**src/hw/rtl/kleb_pkg.sv**
```systemverilog
// Shared key codes and controller/datapath interface types for the keypad line buffer.
package kleb_pkg;

	// Key codes with a special meaning, and the line terminator sent on enter
	localparam logic [7:0] KEY_BACKSPACE = 8'd8;
	localparam logic [7:0] KEY_ENTER     = 8'd13;
	localparam logic [7:0] CHAR_NEWLINE  = 8'd10;

	// Commands from the controller to the datapath
	typedef struct packed {
		logic key_acc;    // key transfer this cycle: edit the line
		logic clr_ptr;    // restart the read pointer for a new line
		logic rd_en;      // read the line store at the read pointer
		logic load_char;  // load the stored character into the output register
		logic load_nl;    // load the newline item and empty the line
	} cmd_t;

	// Status from the datapath to the controller
	typedef struct packed {
		logic is_enter;   // key code on the input is enter
		logic at_end;     // read pointer has reached the fill count
		logic out_full;   // output register holds an item
		logic out_take;   // output item transfers this cycle
	} sts_t;

endpackage

```
**src/hw/rtl/kleb_ram.sv**
```systemverilog
// Generic single-write, single-read RAM with a registered read port.
module kleb_ram #(
	parameter int WIDTH = 8,
	parameter int DEPTH = 32
) (
	input  logic                                    clk,
	input  logic                                    we,
	input  logic [((DEPTH > 1) ? $clog2(DEPTH) : 1)-1:0] waddr,
	input  logic [WIDTH-1:0]                        wdata,
	input  logic                                    re,
	input  logic [((DEPTH > 1) ? $clog2(DEPTH) : 1)-1:0] raddr,
	output logic [WIDTH-1:0]                        rdata
);

	logic [WIDTH-1:0] mem_q [DEPTH];

	// Write port
	always_ff @(posedge clk) begin
		if (we) begin
			mem_q[waddr] <= wdata;
		end
	end

	// Registered read port
	always_ff @(posedge clk) begin
		if (re) begin
			rdata <= mem_q[raddr];
		end
	end

endmodule

```
**src/hw/rtl/kleb_ctrl.sv**
```systemverilog
// Controller state machine: key intake and the read-out sequence of a line.
module kleb_ctrl (
	input  logic          clk,
	input  logic          arst_n,
	input  logic          in_valid,
	output logic          in_stall,
	input  kleb_pkg::sts_t sts,
	output kleb_pkg::cmd_t cmd
);

	localparam logic [1:0] ST_IDLE = 2'd0;  // taking keys
	localparam logic [1:0] ST_RD   = 2'd1;  // waiting for the output register, then read
	localparam logic [1:0] ST_LD   = 2'd2;  // load read data or the newline

	logic [1:0] state_q;
	logic [1:0] state_nxt;

	// Next state and commands
	always_comb begin
		state_nxt = state_q;
		cmd       = '0;
		in_stall  = 1'b1;
		case (state_q)
			ST_IDLE: begin
				in_stall    = 1'b0;
				cmd.key_acc = in_valid;
				if (in_valid && sts.is_enter) begin
					cmd.clr_ptr = 1'b1;
					state_nxt   = ST_RD;
				end
			end
			ST_RD: begin
				if (!sts.out_full || sts.out_take) begin
					cmd.rd_en = !sts.at_end;
					state_nxt = ST_LD;
				end
			end
			ST_LD: begin
				if (sts.at_end) begin
					cmd.load_nl = 1'b1;
					state_nxt   = ST_IDLE;
				end else begin
					cmd.load_char = 1'b1;
					state_nxt     = ST_RD;
				end
			end
			default: begin
				state_nxt = ST_IDLE;
			end
		endcase
	end

	// State register
	always_ff @(posedge clk or negedge arst_n) begin
		if (!arst_n) begin
			state_q <= ST_IDLE;
		end else begin
			state_q <= state_nxt;
		end
	end

endmodule

```
**src/hw/rtl/kleb_dp.sv**
```systemverilog
// Datapath: line store, fill count, read pointer and output register.
module kleb_dp #(
	parameter int LINE_DEPTH = 32
) (
	input  logic           clk,
	input  logic           arst_n,
	input  logic [7:0]     key_code,
	input  logic           out_stall,
	output logic           out_valid,
	output logic [7:0]     char_out,
	output logic           line_end,
	input  kleb_pkg::cmd_t cmd,
	output kleb_pkg::sts_t sts
);

	localparam int CW = $clog2(LINE_DEPTH + 1);
	localparam int AW = (LINE_DEPTH > 1) ? $clog2(LINE_DEPTH) : 1;

	logic [CW-1:0] count_q;
	logic [CW-1:0] ptr_q;
	logic [7:0]    char_q;
	logic          line_end_q;
	logic          out_valid_q;
	logic [7:0]    rdata;
	logic          is_bs;
	logic          is_enter;
	logic          full;
	logic          wr_en;
	logic          out_take;

	// Key decode
	assign is_bs    = (key_code == kleb_pkg::KEY_BACKSPACE);
	assign is_enter = (key_code == kleb_pkg::KEY_ENTER);
	assign full     = (count_q == CW'(LINE_DEPTH));
	assign wr_en    = cmd.key_acc && !is_bs && !is_enter && !full;
	assign out_take = out_valid_q && !out_stall;

	kleb_ram #(
		.WIDTH(8),
		.DEPTH(LINE_DEPTH)
	) u_line_store (
		.clk   (clk),
		.we    (wr_en),
		.waddr (count_q[AW-1:0]),
		.wdata (key_code),
		.re    (cmd.rd_en),
		.raddr (ptr_q[AW-1:0]),
		.rdata (rdata)
	);

	// Fill count: append, backspace, cleared once the newline is loaded
	always_ff @(posedge clk or negedge arst_n) begin
		if (!arst_n) begin
			count_q <= '0;
		end else if (cmd.load_nl) begin
			count_q <= '0;
		end else if (wr_en) begin
			count_q <= count_q + CW'(1);
		end else if (cmd.key_acc && is_bs && (count_q != '0)) begin
			count_q <= count_q - CW'(1);
		end
	end

	// Read pointer over the line being sent
	always_ff @(posedge clk or negedge arst_n) begin
		if (!arst_n) begin
			ptr_q <= '0;
		end else if (cmd.clr_ptr) begin
			ptr_q <= '0;
		end else if (cmd.load_char) begin
			ptr_q <= ptr_q + CW'(1);
		end
	end

	// Output register valid
	always_ff @(posedge clk or negedge arst_n) begin
		if (!arst_n) begin
			out_valid_q <= 1'b0;
		end else if (cmd.load_char || cmd.load_nl) begin
			out_valid_q <= 1'b1;
		end else if (out_take) begin
			out_valid_q <= 1'b0;
		end
	end

	// Output register payload
	always_ff @(posedge clk) begin
		if (cmd.load_nl) begin
			char_q     <= kleb_pkg::CHAR_NEWLINE;
			line_end_q <= 1'b1;
		end else if (cmd.load_char) begin
			char_q     <= rdata;
			line_end_q <= 1'b0;
		end
	end

	assign out_valid = out_valid_q;
	assign char_out  = char_q;
	assign line_end  = line_end_q;

	assign sts.is_enter = is_enter;
	assign sts.at_end   = (ptr_q == count_q);
	assign sts.out_full = out_valid_q;
	assign sts.out_take = out_take;

endmodule

```
**src/hw/rtl/keypad_line_edit_buffer.sv**
```systemverilog
// Top level of the keypad line buffer: controller, datapath and checks.
//
// Keys are taken one per cycle while no line is being sent: any key other than
// backspace and enter is appended (dropped when LINE_DEPTH characters are held),
// backspace removes the last character, and enter sends the held characters in
// order followed by a newline (10) with line_end set, then empties the line.
// Enter keeps in_stall high while the line is read out, and longer under
// output stall, because each character is one read of the line store
// (registered read) followed by one load of the output register, and the
// newline is one more load of the output register.
// The newline waits in the output register while new keys are already taken.
module keypad_line_edit_buffer #(
	parameter int LINE_DEPTH = 32
) (
	input  logic       clk,
	input  logic       arst_n,
	input  logic       in_valid,
	output logic       in_stall,
	input  logic [7:0] key_code,
	output logic       out_valid,
	input  logic       out_stall,
	output logic [7:0] char_out,
	output logic       line_end
);

	kleb_pkg::cmd_t cmd;
	kleb_pkg::sts_t sts;

	kleb_ctrl u_ctrl (
		.clk      (clk),
		.arst_n   (arst_n),
		.in_valid (in_valid),
		.in_stall (in_stall),
		.sts      (sts),
		.cmd      (cmd)
	);

	kleb_dp #(
		.LINE_DEPTH(LINE_DEPTH)
	) u_dp (
		.clk       (clk),
		.arst_n    (arst_n),
		.key_code  (key_code),
		.out_stall (out_stall),
		.out_valid (out_valid),
		.char_out  (char_out),
		.line_end  (line_end),
		.cmd       (cmd),
		.sts       (sts)
	);

`ifndef ASSERT_OFF
	// The line end item always carries the newline code
	a_line_end_nl: assert property (@(posedge clk) disable iff (!arst_n)
		(out_valid && line_end) |-> (char_out == kleb_pkg::CHAR_NEWLINE))
		else $error("line end item without newline code");

	// An accepted enter blocks further keys while the line is read out
	a_enter_stalls: assert property (@(posedge clk) disable iff (!arst_n)
		(in_valid && !in_stall && (key_code == kleb_pkg::KEY_ENTER)) |=> in_stall)
		else $error("key intake not stopped after enter");

	// Output items are only produced during a read-out
	a_out_from_readout: assert property (@(posedge clk) disable iff (!arst_n)
		$rose(out_valid) |-> $past(in_stall))
		else $error("output item loaded outside a read-out");
`endif

endmodule
```
**config.mk**
```make
export PLATFORM = sky130hd
export DESIGN_NAME = keypad_line_edit_buffer
export DESIGN_NICKNAME = d
export VERILOG_FILES = /design/src/hw/rtl/kleb_pkg.sv /design/src/hw/rtl/kleb_ram.sv /design/src/hw/rtl/kleb_ctrl.sv /design/src/hw/rtl/kleb_dp.sv /design/src/hw/rtl/keypad_line_edit_buffer.sv
export SDC_FILE = /design/constraint.sdc
export NUM_CORES = 1
export LEC_CHECK = 0
export BUFFER_PORTS_ARGS = -buffer_cell sky130_fd_sc_hd__buf_2
export CAP_MARGIN = 10
export CORE_MARGIN = 10
export CORE_UTILIZATION = 30
export DETAILED_ROUTE_END_ITERATION = 16
export GPL_TIMING_DRIVEN = 0
export SETUP_SLACK_MARGIN = 0.2
export SLEW_MARGIN = 40
export SYNTH_ARGS = -nofsm -noshare
export SYNTH_HDL_FRONTEND = slang
export SYNTH_SLANG_ARGS = --single-unit
```
**constraint.sdc**
```tcl
create_clock -name clk -period 2.7 [get_ports clk]
set_clock_uncertainty 0.05 [all_clocks]
set_input_delay 0 -clock clk [delete_from_list [all_inputs] [get_ports clk]]
set_output_delay 0 -clock clk [all_outputs]
set_load 0.01 [all_outputs]
```
* After elaboration in Yosys (flattened, before gate mapping)
Memories as Yosys holds them, arrays and structs flattened. A register that Yosys moved wholly into a read port is not among the register bits. Cells that the tools add are included.
Word-level totals: bits in registers 24, memory bits (writable) 256, bits of input ports 12, output and inout bits 11, memories 1
Operators by class: add/sub/neg operators 3, equal/unequal tests 8, mux-type cells 21, reduce and logical (&&, ||, !) cells 21
Memory list:
- u_dp.u_line_store.mem_q | depth 32, width 8, read ports 1, clocked after memory_dff 1, wr ports 1, line kleb_ram.sv:15 | logic [WIDTH-1:0] mem_q [DEPTH];
Operator list (count):
- 2-to-1 mux 6 bit | 5
- == test 8 x 4 -> 1 bit, second input constant | 2
- adder 6 x 1 -> 6 bit, second input constant | 2
- 2-to-1 mux 1 bit | 11
- 2-to-1 mux 2 bit | 4
- logical AND 1 bit | 7
- == test 6 bit | 1
- == test 6 bit, second input constant | 1
- zero test 1 bit | 6
- case mux 2 bit (3 select lines) | 1
- nonzero test 6 bit | 1
- subtractor 6 x 1 -> 6 bit, second input constant | 1
- != test 2 x 1 -> 1 bit, second input constant | 2
- nonzero test 2 bit | 2
- nonzero test 3 bit | 1
- == test 2 x 1 -> 1 bit, second input constant | 1
- == test 2 bit, second input constant | 1
- zero test 2 bit | 1
- logical OR 1 bit | 2
- AND reduction 2 bit | 1

* Longest topological paths before layout
Gate-level depths: netlist of the first run.
depth in word-level cells 9, mapped depth 12, mapped depth without buffers 11

* Hierarchy
A second synthesis of the first run with hierarchy kept.
Unflattened totals: cells, all modules 565, area, all modules 11583.6 µm²
By module, submodules not included:
- kleb_ram | instances 1, cells each 417, area an instance 10133.5 µm², seq. area each 7927.6 µm²
- kleb_dp | instances 1, cells each 134, area an instance 1302.5 µm², seq. area each 505.5 µm²
- kleb_ctrl | instances 1, cells each 14, area an instance 147.6 µm², seq. area each 50.0 µm²

* Worst setup path before layout of the first run
Ideal clock, no wire load.
path kind register to register, from register u_dp.count_q[1], to register u_dp.count_q[5], library setup time 0.124 ns, arrival time 2.539 ns, required time 2.526 ns, slack -0.013 ns, stages on the path, launching flop included 13, path buffers 1, period minus slack after synthesis 2.713 ns, cells stage by stage dfrtp_1 > clkbuf_1 > nor3_1 > and3_1 > nor4_4 > inv_1 > ha_1 > a211oi_1 > o21bai_1 > a21oi_1 > xnor2_1 > nor3_1 > a211o_1
On the way: word-level cells in the longest chain between the ends 5, elaborated cells on any way between the ends 14, those cells by class 2 x add/sub; 2 x eq/ne; 5 x mux; 5 x reduce/logical
RTL lines:
- start: declaration | line kleb_dp.sv:19 | logic [CW-1:0] count_q;
- start signal: assignment | line kleb_dp.sv:58 | count_q <= count_q + CW'(1);
- start signal: assignment | line kleb_dp.sv:60 | count_q <= count_q - CW'(1);
- branches (longest 5 deep; another with subtractor 6 x 1 -> 6 bit)
Several ways; the timed one is not identified. The select of a mux whose other input is x is not followed. A chain may end at the register's enable or synchronous reset.

* Worst setup path after layout of the first run
Ends and elaborated chain as after synthesis.

==> summary.txt, run 1 <==
status -> finished, final reports clean
WL/cell -> 21.6 um
Max IR drop VDD -> 0.540 mV
CTS tree -> done
most frequent cells in the layout -> edfxtp_1 (264), mux4_2 (80), clkbuf_16 (31)
Root Driver -> clkbuf_16
crit end category -> register
Final Cell Area -> 0.0139 sq mm
routed wire length -> 25.3 mm
WS Path Type -> reg2reg
WHS Endpoint -> u_dp.u_line_store.mem_q[11][2]
CP max FO -> 7
Async SR Flop Fraction -> 0.0521
NetSw -> 4.27 mW
R2R Path Start -> u_dp.count_q[1]
syn nets -> 565
Logic pwr share -> 0.335
fin crit period -> 2610 ps
period utilization -> 0.965
Mapped Cells -> 547
max frequency -> 384 MHz
sw frac -> 0.292
crit path max-delay cell type -> dfrtp_1
Die X -> 215 um
Seq/Total Area, Yosys -> 0.744
Vias -> 5558
CTS buffer count -> 31
number of diodes -> 0
final setup fails -> 0
dpl hpwl -> 15.7 mm
Worst R2R Setup Slack -> 90 ps
post-synth cell types -> 44
Post-synth EDFFs -> 264
DIE HEIGHT -> 215 um
Seq pwr share -> 0.377
hold depth -> 1
number of H-tree levels -> 1
CP required -> 3080 ps
CTS sink cnt -> 288
Ports -> 23
Int Power -> 10.3 mW
Clk pwr share -> 0.288
reg-to-reg endpoint -> u_dp.count_q[5]
Max Cap Viol -> 0
core box area -> 0.0376 sq mm
ANT nets after route -> 0
Post-Route M1 WL -> 11.8 mm
Synth Area in Simple Gates -> 0.0363
Post-Synth Adder-Cell Area -> 0.00724
kind of start point of the critical path -> register
Clk Latency, worst-skew pair -> 550 ps
Initial Util -> 0.303
R2R depth -> 13
DRC -> 0
combinational family with the most area after synthesis -> multiplexers
fraction of layout cells with a size suffix above 1 -> 0.371
Clock Pin Slew Worst Setup and Hold Paths -> 60 ps
vias in the first global route -> 5688
Post-Syn Area -> 0.0114 sq mm
WL met3 -> 1.52 mm
drt pass-1 iters -> 5
fin nets -> 654
final core utilization -> 0.369
synthesized area per cell -> 20.8 sq um
I/O Buffers -> 22
critical path cell sequence -> clkbuf_8, nor3_4, and3_4, nor4_4, buf_6, inv_6, ha_1, o21ai_0, o21bai_1, a21oi_1, xnor2_1, nor3b_1, a211o_1
Max Root-Sink Buffers -> 3
largest net degree at the start of global routing -> 37
Max Transition Viols Final -> 0
Syn. warnings -> 0
cell family with most CP delay -> compound AO/OA/AOI/OAI gates
post-synthesis mux area share -> 0.168
# rows -> 71
xor-xnor portion of the synthesized cell area -> 0.0123
initial DRC count -> 579
Pwr Total -> 14.6 mW
Cell Area, Placed -> 0.0122 sq mm
Hold Crit Class -> in2reg
GRT Resource Usage Total -> 0.108
# fillers -> 3394
Synth Area in Compound Gates -> 0.0176
grt total ovfl -> 0
Die Area -> 0.0462 sq mm
Vias/cell -> 4.76
endpoints failing hold -> 0
first-pass GRT wire length -> 38.1 mm
Power Density -> 1050 mW/mm^2
synth-to-layout area growth -> 21.8%
highest cell delay on the worst timing path -> 360 ps
HP Start -> key_code[2]
Leak -> 4.54 nW
RSZ-0062 raised after global routing -> yes
GP Congestion -> 0.804
Most used DFF post-synth -> edfxtp_1
buffers plus inverters on the worst setup path -> 3
pin slew with the least headroom to its limit -> 766 ps
met2 wire length -> 11.4 mm
WP data arrival -> 2990 ps
commonest non-fill, non-tap cell in the layout -> edfxtp_1
synthesized flop and latch total -> 288
max_slew headroom -> 0.490
antenna violations before repair -> 1
DR top layer -> met4
-- cells by family (layout without fill, tap and decap cells) --
kind of cell / after synthesis / after routing
xor gates and xnor gates: 16 / 16
DFF: 288 / 288
and+or+nand+nor: 86 / 86
adders and majority gates: 6 / 6
muxes: 90 / 90
AOI/OAI and AO/OA: 27 / 27
buffers and inverters: 34 / 144
-- power by group through the flow --
stage               clock network, mW  logic (mW)  registers (mW)
floorplan                           0        2.79            5.58
finish                           4.21        4.90            5.50
CTS                              4.29        4.73            5.49
global route                     4.48        5.19            5.54
global placement                    0        4.05            5.59
detailed placement                  0        4.07            5.60
-- sequential cells by signal, indices dropped and copies added (netlist names) --
name                     count
u_dp.u_line_store.mem_q    256
u_dp.char_out                8
u_dp.u_line_store.rdata      8
u_dp.count_q                 6
u_dp.ptr_q                   6
u_ctrl.state_q               2
u_dp.line_end                1
u_dp.out_valid               1
-- area by class of cell --
cell class | count | area, sq um | area share
repair buffers | 56 | 532 | 0.0383
inverters | 8 | 35.0 | 0.00252
clock buffers | 37 | 798 | 0.0575
flip-flops and latches | 288 | 8490 | 0.611
clock inverters | 17 | 215 | 0.0155
well taps | 511 | 639 | 0.0461
plain buffers | 26 | 230 | 0.0166
multi-input cells | 225 | 2940 | 0.212
-- timing repair --
action                                  4_1_cts  5_1_grt
setup buffers                                14        5
hold endpoints to repair                    174        0
gates cloned                                  2        0
endpoints found under the setup margin      259      264
pin swaps                                     3        7
hold buffers                                 13        0
gates resized for setup                      53       36
-- worst max path at each step --
| stage | start | to | slack (ps) | cells after the start |
|---|---|---|---|---|
| after floorplan | u_dp.count_q[1] | u_dp.count_q[5] | 110 | 12 |
| after global placement | key_code[4] | u_dp.count_q[5] | -360 | 12 |
| after detailed placement | key_code[1] | u_dp.u_line_store.mem_q[31][2] | -390 | 6 |
| after CTS | u_dp.count_q[1] | u_dp.u_line_store.mem_q[30][5] | 30 | 7 |
| after global routing | u_dp.count_q[1] | u_dp.u_line_store.mem_q[13][4] | 20 | 7 |
| final | u_dp.count_q[1] | u_dp.count_q[5] | 90 | 13 |
-- synthesized netlist by cell type (2+ instances only) --
cell | instances | share of area
edfxtp_1 | 264 | 0.70
mux4_2 | 80 | 0.16
nor2_1 | 48 | 0.016
dfrtp_1 | 15 | 0.033
xor2_1 | 13 | 0.010
clkbuf_1 | 11 | 0.0036
dfxtp_1 | 9 | 0.016
inv_1 | 8 | 0.0026
mux2_2 | 8 | 0.0079
buf_2 | 7 | 0.0031
nand2_1 | 7 | 0.0023
a21oi_1 | 6 | 0.0026
a22o_1 | 6 | 0.0046
and3_1 | 5 | 0.0027
ha_1 | 5 | 0.0055
nand3_1 | 5 | 0.0022
buf_6 | 4 | 0.0040
or3_1 | 4 | 0.0022
a21o_1 | 3 | 0.0020
buf_1 | 3 | 0.00099
nand3b_1 | 3 | 0.0020
o2bb2ai_1 | 3 | 0.0023
xnor2_1 | 3 | 0.0023
and2_1 | 2 | 0.0011
mux2i_1 | 2 | 0.0018
nand4_1 | 2 | 0.0011
nor2b_1 | 2 | 0.0011
nor3_1 | 2 | 0.00088
o21ai_0 | 2 | 0.00088
-- routing by layer --
layer  up-vias  global-route usage
met4         0              0.0331
li1       2421                   -
met2       182               0.162
met3        41              0.0187
met1      2914               0.158
met5         -                   0
-- through the flow --
stage / setup TNS [ps] / setup WS (ps) / cells / hold WS [ps]
final: 0 / 94.9 / 1168 / 2.36
after global routing: 0 / 16.4 / 1168 / 34.9
after CTS: 0 / 30.1 / 1163 / 5.15
after detailed placement: -69280 / -391 / 1080 / -122
after global placement: -64010 / -356 / 1080 / -129
after floorplan: 0 / 108 / 547 / -346
Power figures use the tool's default switching activity.
==> run 2: changes to the inputs <==
==> constraint.sdc (replaced) <==
create_clock -name clk -period 2.8 [get_ports clk]
set_clock_uncertainty 0.05 [all_clocks]
set_input_delay 0 -clock clk [delete_from_list [all_inputs] [get_ports clk]]
set_output_delay 0 -clock clk [all_outputs]
set_load 0.01 [all_outputs]
==> summary.txt, run 2 (same netlist as run 1, synthesis figures left out) <==
number of diodes -> 0
Largest Register -> u_dp.u_line_store.mem_q
DRC -> 0
max frequency -> 387 MHz
Max Root-Sink Buffers -> 3
CP max FO -> 10
# rows -> 71
Die X -> 215 um
CTS tree -> done
final core utilization -> 0.367
Leak -> 4.46 nW
pin slew with the least headroom to its limit -> 819 ps
commonest non-fill, non-tap cell in the layout -> edfxtp_1
crit end category -> register
synth-to-layout area growth -> 21.1%
Clock Pin Slew Worst Setup and Hold Paths -> 60 ps
Logic pwr share -> 0.325
status -> finished, final reports clean
Ports -> 23
Clk Latency, worst-skew pair -> 550 ps
sw frac -> 0.296
GP Congestion -> 0.786
WP data arrival -> 2720 ps
core box area -> 0.0376 sq mm
DIE HEIGHT -> 215 um
HP Start -> key_code[2]
ANT nets after route -> 0
endpoints failing hold -> 0
kind of start point of the critical path -> register
Clk pwr share -> 0.285
max_slew headroom -> 0.452
drt pass-1 iters -> 4
vias in the first global route -> 5529
Vias -> 5491
final std cells w/o fill -> 1168
routed wire length -> 25.1 mm
capture point of the worst path -> u_dp.u_line_store.mem_q[19][7]
Final WS setup -> 219 ps
R2R Path Start -> u_dp.count_q[0]
Max Cap Viol -> 0
largest net degree at the start of global routing -> 36
CP required -> 2940 ps
Crit. Startpoint -> u_dp.count_q[0]
Seq pwr share -> 0.390
CTS sink cnt -> 288
RSZ-0062 raised after global routing -> yes
antenna violations before repair -> 0
NetSw -> 4.03 mW
Int Power -> 9.59 mW
fin crit period -> 2580 ps
final setup fails -> 0
R2R depth -> 4
worst slack at placement -> -315 ps
Pwr Total -> 13.6 mW
Largest register FFs -> 256
Max Transition Viols Final -> 0
Initial Util -> 0.303
reg-to-reg endpoint -> u_dp.u_line_store.mem_q[19][7]
fin nets -> 656
most frequent cells in the layout -> edfxtp_1 (264), mux4_2 (80), clkbuf_16 (31)
fraction of layout cells with a size suffix above 1 -> 0.362
Max IR drop VDD -> 0.540 mV
# placed instances -> 1080
I/O Buffers -> 22
initial DRC count -> 436
Hold Crit Class -> in2reg
Power Density -> 987 mW/mm^2
number of H-tree levels -> 1
GRT Resource Usage Total -> 0.107
Vias/cell -> 4.70
WL/cell -> 21.5 um
Root Driver -> clkbuf_16
CTS buffer count -> 30
grt total ovfl -> 0
Worst R2R Setup Slack -> 220 ps
dpl hpwl -> 15.4 mm
period utilization -> 0.922
Die Area -> 0.0462 sq mm
# fillers -> 3408
WS Path Type -> reg2reg
first-pass GRT wire length -> 37.5 mm
-- run 2: cell types whose count changed in the layout (fill, tap and decap cells not counted), moves of 5 or more --
cell	change
nor2_2	-13
buf_4	+9
nor2_4	+9
mux2_2	+8
mux2_4	-8
buf_6	-5
-- run 2: critical path, stage by stage, from the launching register on --
cell,delay (ps)
dfrtp_1,380
clkbuf_1,450
inv_1,230
or3_1,630
nor2_2,470
-- run 2: power by group through the flow --
stage                     sequential, mW  clock [mW]  combinational [mW]
after floorplan                     5.38           0                2.69
final                               5.31        3.88                4.42
after detailed placement            5.40           0                3.91
after CTS                           5.30        3.95                4.17
after global routing                5.34        4.12                4.75
after global placement              5.38           0                3.89
-- run 2: area by class of cell --
type                    count  area [sq um]  area share
multi-input cells         225          2980       0.216
well taps                 511           639      0.0463
repair buffers             59           500      0.0363
plain buffers              26           208      0.0151
flip-flops and latches    288          8490       0.615
clock buffers              35           769      0.0558
clock inverters            16           184      0.0133
inverters                   8          35.0     0.00254
-- run 2: metrics by stage --
step / cell area (sq um) / hold WS, ps / TNS [ps]
after floorplan: 11400 / -346 / 0
after global placement: 12200 / -116 / -27030
after detailed placement: 12200 / -109 / -35780
after CTS: 13500 / 11.9 / 0
after global routing: 13800 / 40.7 / 0
final: 13800 / 8.74 / 0
-- run 2: what timing repair did --
| action | in CTS | in global routing |
|---|---|---|
| hold buffers | 17 | 0 |
| endpoints found under the setup margin | 258 | 205 |
| pin swaps | 4 | 8 |
| endpoints found under the hold margin | 207 | 0 |
| buffers inserted | 6 | 13 |
| gates cloned | 0 | 1 |
| gates resized for setup | 38 | 40 |
-- run 2: metal layers --
metal,vias to the layer above,wire length (um),global-route usage
met2,144,11200,0.159
met4,0,488,0.0279
met3,38,1590,0.0230
met5,-,0,0
li1,2425,-,-
met1,2884,11800,0.155
-- run 2: worst min-delay path by stage --
| stage | end | depth (start not counted) |
|---|---|---|
| detailed placement | u_ctrl.state_q[0] | 1 |
| CTS | u_dp.u_line_store.mem_q[10][2] | 1 |
| finish | u_dp.u_line_store.mem_q[10][2] | 1 |
| global route | u_dp.u_line_store.mem_q[10][2] | 1 |
| global placement | u_ctrl.state_q[0] | 1 |
| floorplan | u_ctrl.state_q[0] | 0 |
==> run 3: changes to the inputs <==
--- a/config.mk
+++ b/config.mk
@@ -8,7 +8,7 @@
 export BUFFER_PORTS_ARGS = -buffer_cell sky130_fd_sc_hd__buf_2
 export CAP_MARGIN = 10
 export CORE_MARGIN = 10
-export CORE_UTILIZATION = 30
+export CORE_UTILIZATION = 27
 export DETAILED_ROUTE_END_ITERATION = 16
 export GPL_TIMING_DRIVEN = 0
 export SETUP_SLACK_MARGIN = 0.2
==> summary.txt, run 3 (same netlist as run 1, synthesis figures left out) <==
Largest register FFs -> 256
crit path max-delay cell type -> nor2_2
CTS tree -> done
CP max FO -> 8
Clk Latency, worst-skew pair -> 560 ps
I/O Buffers -> 22
Vias -> 5547
crit end category -> register
Max Cap Viol -> 0
kind of start point of the critical path -> register
vias in the first global route -> 5656
# rows -> 75
CP required -> 2940 ps
Max Transition Viols Final -> 0
CTS buffer count -> 30
max_slew headroom -> 0.491
fin crit period -> 2630 ps
ANT nets after route -> 0
most frequent cells in the layout -> edfxtp_1 (264), mux4_2 (80), clkbuf_16 (33)
Root Driver -> clkbuf_16
Max Root-Sink Buffers -> 3
GP Congestion -> 0.811
final std cells w/o fill -> 1192
cell family with most CP delay -> simple AND/OR/NAND/NOR gates
max frequency -> 380 MHz
Vias/cell -> 4.65
GRT Resource Usage Total -> 0.0988
commonest non-fill, non-tap cell in the layout -> edfxtp_1
final setup fails -> 0
routed wire length -> 25.1 mm
Largest Register -> u_dp.u_line_store.mem_q
status -> finished, final reports clean
total negative slack -> 0 ps
first-pass GRT wire length -> 37.7 mm
antenna violations before repair -> 3
fin nets -> 648
Clock Pin Slew Worst Setup and Hold Paths -> 60 ps
pin slew with the least headroom to its limit -> 763 ps
highest cell delay on the worst timing path -> 620 ps
synth-to-layout area growth -> 21.0%
Die Area -> 0.0508 sq mm
grt total ovfl -> 0
endpoints failing hold -> 0
RSZ-0062 raised after global routing -> yes
WL/cell -> 21.1 um
Hold Crit Class -> in2reg
Max IR drop VDD -> 0.528 mV
Ports -> 23
drt pass-1 iters -> 5
fraction of layout cells with a size suffix above 1 -> 0.364
Initial Util -> 0.272
WP data arrival -> 2770 ps
number of diodes -> 0
largest net degree at the start of global routing -> 37
DRC -> 0
Leak -> 4.46 nW
initial DRC count -> 465
number of H-tree levels -> 1
# placed instances -> 1108
dpl hpwl -> 15.7 mm
buffers plus inverters on the worst setup path -> 2
CTS sink cnt -> 288
core box area -> 0.0419 sq mm
Power Density -> 991 mW/mm^2
Die X -> 225 um
WS Path Type -> reg2reg
final core utilization -> 0.329
DIE HEIGHT -> 225 um
critical path cell sequence -> clkbuf_8, nor3_2, and3_4, nor4_4, buf_6, nand3b_1, nor2_2
period utilization -> 0.939
-- run 3: cell count changes in the layout (fill, tap and decap cells not counted), moves of 3 or more --
cell	before	now
buf_2	23	28
buf_4	25	11
buf_6	1	7
clkbuf_1	11	18
clkbuf_8	1	4
clkinv_1	8	2
dlygate4sd3_1	12	8
nor2_1	20	16
nor2_2	14	26
nor2_4	14	6
-- run 3: routing by layer --
layer	track usage	up-vias	wire length, um
met5	0	-	41
met3	0.0177	42	1650
met2	0.148	169	11200
met1	0.142	2915	11600
met4	0.0305	6	613
li1	-	2415	-
-- run 3: what timing repair did --
item                       4_1_cts  5_1_grt
setup endpoints to repair      259      233
gates resized for setup         43       27
buffers inserted                 8        4
cloned                           1        1
pin swaps                        4        4
hold buffers                    15        0
hold endpoints to repair       235        0
-- run 3: path summary, 6_finish.rpt --
path                            depth (start not counted)                  startpoint                             end  slack [ps]
worst min register to register                          1  u_dp.u_line_store.rdata[5]                u_dp.char_out[5]         410
min in group asynchronous                               3                      arst_n                   u_dp.ptr_q[2]         510
max in group asynchronous                               3                      arst_n                 u_dp.count_q[3]        1680
worst max-delay path                                    7             u_dp.count_q[1]  u_dp.u_line_store.mem_q[19][1]         170
worst min-delay path                                    1                 key_code[0]  u_dp.u_line_store.mem_q[16][0]          40
worst max register to register                          7             u_dp.count_q[1]  u_dp.u_line_store.mem_q[19][1]         170
-- run 3: layout make-up --
| cell class | instances | area (sq um) |
|---|---|---|
| Buffer | 26 | 226 |
| Clock buffer | 47 | 887 |
| Clock inverter | 8 | 93.8 |
| Fill cell | 3948 | 28100 |
| Inverter | 8 | 32.5 |
| Multi-Input combinational cell | 225 | 2940 |
| Sequential cell | 288 | 8490 |
| Tap cell | 539 | 674 |
| Timing Repair Buffer | 51 | 452 |
-- run 3: power breakdown --
part           switching [mW]  internal, mW
Combinational            2.27          2.18
Sequential              0.168          5.13
Clock                    1.57          2.35
-- run 3: metrics by stage --
stage	hold WS (ps)	total power [mW]	worst slack, ps	instance area, sq um
floorplan	-346	8.07	208	11400
global placement	-123	9.24	-225	12200
detailed placement	-119	9.31	-315	12200
CTS	30.7	13.6	154	13600
global route	53.0	14.3	46.3	13800
finish	35.2	13.7	171	13800
